### config.mk
export PLATFORM = sky130hd
export DESIGN_NAME = bhe_bin_map
export DESIGN_NICKNAME = d
export VERILOG_FILES = /design/src/binned_histogram_engine_assert.svh /design/src/bhe_pkg.sv /design/src/bhe_bin_map.sv
export SDC_FILE = /design/constraint.sdc
export NUM_CORES = 2
export LEC_CHECK = 0
export BUFFER_PORTS_ARGS = -buffer_cell sky130_fd_sc_hd__buf_2
export CORE_MARGIN = 5
export CORE_UTILIZATION = 40
export DETAILED_ROUTE_END_ITERATION = 7
export PLACE_DENSITY = 0.63
export SYNTH_ARGS = -nofsm -noshare
export SYNTH_HDL_FRONTEND = slang
export SYNTH_SLANG_ARGS = --single-unit
export TNS_END_PERCENT = 30
### constraint.sdc
create_clock -name clk_i -period 5.38 [get_ports clk_i]
set_input_delay 0.269 -clock clk_i [delete_from_list [all_inputs] [get_ports clk_i]]
set_output_delay 0.269 -clock clk_i [all_outputs]
set_load 0.1 [all_outputs]
### src/binned_histogram_engine_assert.svh
// Assertion macros for the binned histogram engine.
// Used by binned_histogram_engine.sv; expects clk_i and rst_ni in scope.
`ifndef BINNED_HISTOGRAM_ENGINE_ASSERT_SVH
`define BINNED_HISTOGRAM_ENGINE_ASSERT_SVH

// Same-cycle implication, checked out of reset.
`define BHE_ASSERT_IMP(lbl, ante, cons, msg) \
  lbl: assert property (@(posedge clk_i) disable iff (!rst_ni) (ante) |-> (cons)) \
    else $error(msg);

// Next-cycle implication, checked out of reset.
`define BHE_ASSERT_NXT(lbl, ante, cons, msg) \
  lbl: assert property (@(posedge clk_i) disable iff (!rst_ni) (ante) |=> (cons)) \
    else $error(msg);

`endif

### src/bhe_pkg.sv
// Shared constants, types and codes of the binned histogram engine.
// No dependencies; compiled first.
`default_nettype none

package bhe_pkg;

  localparam int MAX_BINS = 1024;
  localparam int BIN_W    = $clog2(MAX_BINS);
  localparam int CNT_W    = $clog2(MAX_BINS + 1);

  localparam int REQ_W    = 3;
  localparam int SAMPLE_W = 24;
  localparam int IDX_W    = 10;
  localparam int VALUE_W  = 32;
  localparam int DATA_W   = 32;

  localparam int RS_W     = 24;
  localparam int BPU_W    = 28;
  localparam int BIU_W    = 11;
  localparam int CFG_W    = 28;
  localparam int CFG_IDX_W = 2;

  // Q16.8 times Q12.16 gives 24 fraction bits
  localparam int FRAC_SH  = 24;
  localparam int PROD_W   = SAMPLE_W + BPU_W;
  localparam int BINP_W   = PROD_W - FRAC_SH;
  localparam int SPLIT_W  = BPU_W / 2;
  localparam int PP_LO_W  = SAMPLE_W + SPLIT_W;
  localparam int PP_HI_W  = SAMPLE_W + (BPU_W - SPLIT_W);

  localparam logic [RS_W-1:0]  RS_RST  = RS_W'(0);
  localparam logic [BPU_W-1:0] BPU_RST = BPU_W'(65536);
  localparam logic [BIU_W-1:0] BIU_RST = BIU_W'(1024);

  localparam logic [BIN_W-1:0] LAST_BIN = BIN_W'(MAX_BINS - 1);

  typedef enum logic [CFG_IDX_W-1:0] {
    CFG_RANGE_START   = 2'd0,
    CFG_BINS_PER_UNIT = 2'd1,
    CFG_BINS_IN_USE   = 2'd2
  } cfg_idx_e;

  typedef enum logic [REQ_W-1:0] {
    REQ_FILL  = 3'd0,
    REQ_CLEAR = 3'd1,
    REQ_READ  = 3'd2,
    REQ_WRITE = 3'd3,
    REQ_SUM   = 3'd4,
    REQ_TOTAL = 3'd5
  } req_e;

  typedef enum logic [3:0] {
    ST_INIT,
    ST_IDLE,
    ST_MAP,
    ST_RD,
    ST_RDATA,
    ST_WR,
    ST_CLR,
    ST_SUM,
    ST_SUM_TAIL,
    ST_EMIT
  } state_e;

  // Bin mapper result, valid for one cycle
  typedef struct packed {
    logic             valid;
    logic             oor;
    logic [BIN_W-1:0] bin;
  } map_res_t;

endpackage

`default_nettype wire

### src/bhe_bin_map.sv
// Two-stage sample-to-bin mapper: offset and split multiply, then sum and range check.
// Depends on bhe_pkg.
`default_nettype none

module bhe_bin_map (
  input  wire logic                         clk_i,
  input  wire logic                         rst_ni,
  input  wire logic                         start_i,
  input  wire logic [bhe_pkg::SAMPLE_W-1:0] sample_i,
  input  wire logic [bhe_pkg::RS_W-1:0]     range_start_i,
  input  wire logic [bhe_pkg::BPU_W-1:0]    bins_per_unit_i,
  input  wire logic [bhe_pkg::CNT_W-1:0]    n_eff_i,
  output bhe_pkg::map_res_t                 res_o
);
  import bhe_pkg::*;

  logic                v1_q;
  logic                below_q, below_d;
  logic [PP_LO_W-1:0]  pl_q, pl_d;
  logic [PP_HI_W-1:0]  ph_q, ph_d;
  logic [SAMPLE_W-1:0] diff;
  logic [PROD_W-1:0]   prod;
  logic [BINP_W-1:0]   binp;
  map_res_t            res_q, res_d;

  // stage 1: offset, two narrow partial products
  always_comb begin
    below_d = sample_i < SAMPLE_W'(range_start_i);
    diff    = sample_i - SAMPLE_W'(range_start_i);
    pl_d    = PP_LO_W'(diff) * PP_LO_W'(bins_per_unit_i[SPLIT_W-1:0]);
    ph_d    = PP_HI_W'(diff) * PP_HI_W'(bins_per_unit_i[BPU_W-1:SPLIT_W]);
  end

  // stage 2: recombine, floor by shift, range check
  always_comb begin
    prod       = PROD_W'(pl_q) + (PROD_W'(ph_q) << SPLIT_W);
    binp       = prod[PROD_W-1:FRAC_SH];
    res_d.valid = v1_q;
    res_d.oor   = below_q || (binp >= BINP_W'(n_eff_i));
    res_d.bin   = binp[BIN_W-1:0];
  end

  always_ff @(posedge clk_i or negedge rst_ni) begin
    if (!rst_ni) begin
      v1_q  <= 1'b0;
      res_q <= '0;
    end else begin
      v1_q  <= start_i;
      res_q <= res_d;
    end
  end

  always_ff @(posedge clk_i) begin
    if (start_i) begin
      below_q <= below_d;
      pl_q    <= pl_d;
      ph_q    <= ph_d;
    end
  end

  assign res_o = res_q;

endmodule

`default_nettype wire

* Word level (Yosys, flattened, before mapping)
Index checks and enable logic that the tools add are counted.
** Word-level totals
- Latch bits :: 0
- Word-level logic and storage cells :: 14
- Memories :: 0
- Flip-flop bits (word level) :: 90
- Memory bits (read-only) :: 0
- Input port bits :: 90
- RAM bits :: 0
- Output and inout port bits :: 12
** Cells by class
- Add/subtract/negate cells :: 2
- Divide/modulo/power cells :: 0
- Multiply operators :: 2
- Reductions and logical operators :: 1
- Order comparisons :: 2
- Eq/ne operators :: 0
- Multiplexer cells :: 0
- Shift operators :: 0
- Bitwise logic cells :: 0
** Operators with widths (count)
- $mul 24x14->38 :: 2
- $add 38x52->52 :: 1
- $ge 28x11->1 :: 1
- $lt 24x24->1 :: 1
- $sub 24x24->24 :: 1
- $logic_or 1x1->1 :: 1

* Logic depth before layout (Yosys ltp)
- Word-level depth :: 3
- Depth in mapped cells :: 33
- Mapped depth without buffers :: 31

* Least setup slack after synthesis
Ideal clock, no wire load.
- Path kind :: in2reg
- Start point :: input port sample_i[0] in the netlist's numbering
- End point :: register ph_q[36], data pin
- Cell stages on the path :: 31
- Buffers on the path :: 2
- Data required time :: 5.116 ns
- Library setup time :: 0.264 ns
- Slack :: -2.377 ns
- Arrival :: 7.493 ns
- Cell sequence :: inv_1 -> ha_1 -> fa_1 -> nor2b_1 -> o21a_1 -> o21ai_1 -> a21oi_1 -> o31a_1 -> a21boi_0 -> xnor2_1 -> clkbuf_1 -> nand2_1 -> fa_1 -> fa_1 -> inv_1 -> fa_1 -> fa_1 -> fa_1 -> inv_1 -> fa_1 -> inv_1 -> ha_1 -> clkbuf_1 -> nand4_1 -> or2_2 -> nor3_1 -> o211ai_1 -> nor2b_1 -> a211oi_1 -> nor4_1 -> nand3b_1
** On the way
- Word-level cells in the longest chain between the ends :: 2
** RTL lines
- start: declaration :: RTL line bhe_bin_map.sv:9 : input wire logic [bhe_pkg::SAMPLE_W-1:0] sample_i,
- $sub 24x24->24 :: RTL line bhe_bin_map.sv:29 : diff = sample_i - SAMPLE_W'(range_start_i);
- $mul 24x14->38 :: RTL line bhe_bin_map.sv:31 : ph_d = PP_HI_W'(diff) * PP_HI_W'(bins_per_unit_i[BPU_W-1:SPLIT_W]);
- via ph_d[36] :: RTL line bhe_bin_map.sv:20 : logic [PP_HI_W-1:0] ph_q, ph_d;
- end signal: assignment :: RTL line bhe_bin_map.sv:57 : ph_q <= ph_d;
- end: declaration :: RTL line bhe_bin_map.sv:20
The timed path passes the listed nets, and every way through them passes these cells.
A chain may end at the register's enable or synchronous reset.

* Worst setup path after layout
- Start point :: input port range_start_i[5] in the netlist's numbering
- End point :: register ph_q[32], data pin
** On the way
- Word-level cells in the longest chain between the ends :: 2
** RTL lines
- start: declaration :: RTL line bhe_bin_map.sv:10 : input wire logic [bhe_pkg::RS_W-1:0] range_start_i,
- $sub 24x24->24 :: RTL line bhe_bin_map.sv:29
- $mul 24x14->38 :: RTL line bhe_bin_map.sv:31
- via ph_d[32] :: RTL line bhe_bin_map.sv:20
The timed path passes the listed nets, and every way through them passes these cells.

==> results.py <==
metrics = {
    "drt": {
        "wirelength_mm": 74.93,
        "vias": 21790,
        "first_iter_violations": 1248,
        "detail-route-antenna-nets": 0,
        "drt-pass1-iter-count": 5,
        "drc": 0,
        "viasPerCell": 5.099,
        "wl_per_cell_um": 17.54,
    },
    "final_layout": {
        "diodes": 0,
        "layout-drive-gt1-share": 0.2458,
        "layoutNonFillerInstCount": 4273,
        "fin_nets": 4276,
        "synthToLayoutAreaGrowth_pct": 24.90,
    },
    "timing": {
        "rsz0062_at_grt": "yes",
        "timing.fmax_ghz": 0.1353,
        "max_slew_margin": 0.4134,
        "hold_viol": 0,
        "period_needed_ns": 7.388,
        "setup_violations": 54,
        "timing.final.ws_setup_ns": -2.008,
        "drv_slew": 0,
        "tightest_slew_ns": 0.8798,
        "fin_crit_sh": 1.373,
        "fin_skew_ns": 0.006351,
    },
    "setup_path": {
        "r2r.worst_path.cells": 17,
        "reg2reg_from": "ph_q[11]",
        "reg2reg_to": "res_o[10]",
        "start_kind": "primary input",
        "cp_slowest_stage_delay_ns": 0.54,
        "worst_setup_path_end_kind": "flip-flop",
        "path_max_fanout": 7,
        "cpMostUsedCell": "fa_1",
        "cp_slowest_cell": "fa_1",
        "crit_type": "primary input to flip-flop",
        "r2r_setup_slack_ns": 0.82,
        "cp.required_ns": 5.58,
        "cp.arrival_ns": 7.59,
    },
    "clock_network": {
        "cts_root_buf": "clkbuf_16",
        "insertion_delay_ns": 0.36,
        "cts_tree": "done",
        "numCtsBuffers": 9,
        "clk_path_buf_depth": 2,
        "cts_htree_levels": 3,
        "clock_sinks": 76,
        "clk_pin_slew_worst_paths_ns": 0.06,
    },
    "synthesis": {
        "synth_top_family_by_area": "adder cells",
        "syn_area_um2": 26760,
        "synth_nets": 3807,
        "synth_fa_ha_area_frac": 0.5120,
        "synth_cell_types": 78,
        "synth_flop_cell": "edfxtp_1",
        "synth_top_area_frac": 0.3905,
        "syn_avg_cell_area_um2": 9.119,
        "synth-compound-area-share": 0.07789,
        "synthSimpleGateAreaFrac": 0.1847,
        "yosysTopAreaCell": "fa_1",
        "synth-edff-count": 63,
        "synth_most_common_cell": "inv_1",
        "yosysSeqAreaShare": 0.08284,
        "synthMuxAreaShare": 0.01332,
        "ys_warn_count": 0,
        "synth_xor_area_frac": 0.02585,
        "synthArstFlopShare": 0.1711,
        "syn_inst": 2935,
        "yosys-top-cells-area": "fa_1, ha_1, inv_1",
        "synth_common_cells": "inv_1, fa_1, nand2_1",
        "yosys_register_bits": 76,
    },
    "grt": {
        "grt.total_usage": 0.2090,
        "grt_pass1_vias": 23020,
        "grt_max_degree": 65,
        "antenna_found_initial": 0,
        "grt_pass1_wl_mm": 120.0,
        "overflow": 0,
    },
    "placement": {
        "place_inst": 4206,
        "io_buffer_count": 101,
        "gp_congestion": 0.8881,
        "hpwlAfterDp_mm": 62.39,
    },
    "floorplan": {
        "die_h_um": 268.7,
        "initial_utilization": 0.4049,
        "io_pins": 102,
        "fp-row-count": 94,
        "core_area_um2": 66100,
        "die_w_um": 268.7,
        "die_area_um2": 72180,
    },
    "flow_run": {
        "maxCapViolCount": 0,
    },
    "outcome": {
        "violations": "setup timing",
        "status": "finished with violations",
    },
    "worst_hold_path": {
        "worstHoldPathType": "primary input to async pin",
    },
}
[layout by cell type (no fill, tap or decap), types with 22 or more instances in the layout]
cell / count
edfxtp_1: 63
buf_6: 22
buf_4: 444
nand3_1: 38
a21oi_1: 64
ha_4: 29
inv_1: 596
fa_1: 515
a21o_1: 41
nand2_1: 338
nor2b_1: 41
and2_1: 242
ha_1: 229
nand2b_1: 54
xnor2_1: 37
a21oi_2: 22
buf_2: 99
nor2_1: 41
[timing repair]
item | in CTS | in global routing
buffers inserted | 32 | 19
gates resized for setup | 124 | 77
setup endpoints to repair | 56 | 56
hold buffers | 1 | 0
cloned | 1 | 0
pin swaps | 55 | 56
hold endpoints to repair | 13 | 0
[through the flow]
stage / instance area (um2) / util / hold WS (ns) / setup TNS (ns) / setup WS, ns
floorplan: 27250 / - / -0.02659 / -81.36 / -2.016
global placement: 31690 / 0.4795 / 0.1688 / -114.96 / -2.478
detailed placement: 31690 / 0.4795 / 0.1775 / -117.96 / -2.661
CTS: 32930 / 0.4981 / 0.3256 / -83.93 / -1.955
global route: 33430 / 0.5057 / 0.3566 / -98.61 / -2.234
finish: 33430 / 0.5057 / 0.3441 / -85.15 / -2.008
[worst max path at each step]
stage / from / endpoint / slack, ns / depth (start not counted)
2_1_floorplan: sample_i[0] / pl_q[34] / -2.02 / 31
3_3_place_gp: range_start_i[1] / pl_q[37] / -2.48 / 30
3_5_place_dp: range_start_i[1] / pl_q[37] / -2.66 / 29
4_1_cts: sample_i[0] / pl_q[37] / -1.95 / 33
5_1_grt: range_start_i[5] / ph_q[32] / -2.23 / 32
6_report: range_start_i[5] / ph_q[32] / -2.01 / 31
[layer usage]
layer / vias up / part of all wire / wire (um) / global-route usage
met1: 11070 / 0.42 / 31210 / 0.2753
met3: 128 / 0.049 / 3677 / 0.02701
met2: 538 / 0.50 / 37740 / 0.3631
met4: 0 / 0.031 / 2299 / 0.06197
met5: - / 0 / 0 / 0
li1: 10060 / - / - / -
[area by class of cell]
class	instances	area, um2
inverters	604	2282
well taps	864	1081
flip-flops and latches	76	2217
fillers	6161	32670
clock inverters	6	112.6
multi-input cells	2129	23070
clock buffers	10	229.0
repair buffers	584	4432
[critical path: cells and delay by family]
kind                     cells  cell delay [ns]
AO/OA/AOI/OAI               11             1.89
AND/OR/NAND/NOR              5             1.31
adder cells (fa/ha/maj)      8             3.50
buffers and inverters        7             0.62
[state kept, by name, summed over array words and instances, names as in the netlist]
signal   cells
res_o       12
ph_q        38
pl_q        24
v1_q         1
below_q      1
[cells by family (layout without fill, tap and decap cells)]
| family | after synthesis | after routing |
|---|---|---|
| compound gates | 300 | 300 |
| flops | 76 | 76 |
| fa+ha+maj | 782 | 782 |
| mux | 33 | 33 |
| xor+xnor | 79 | 79 |
| simple gates | 935 | 935 |
| buf+inv | 730 | 1204 |
Power is left out: the tool's default activity adds up to more than one toggle a clock period on the data nets, which glitch-free logic cannot reach.
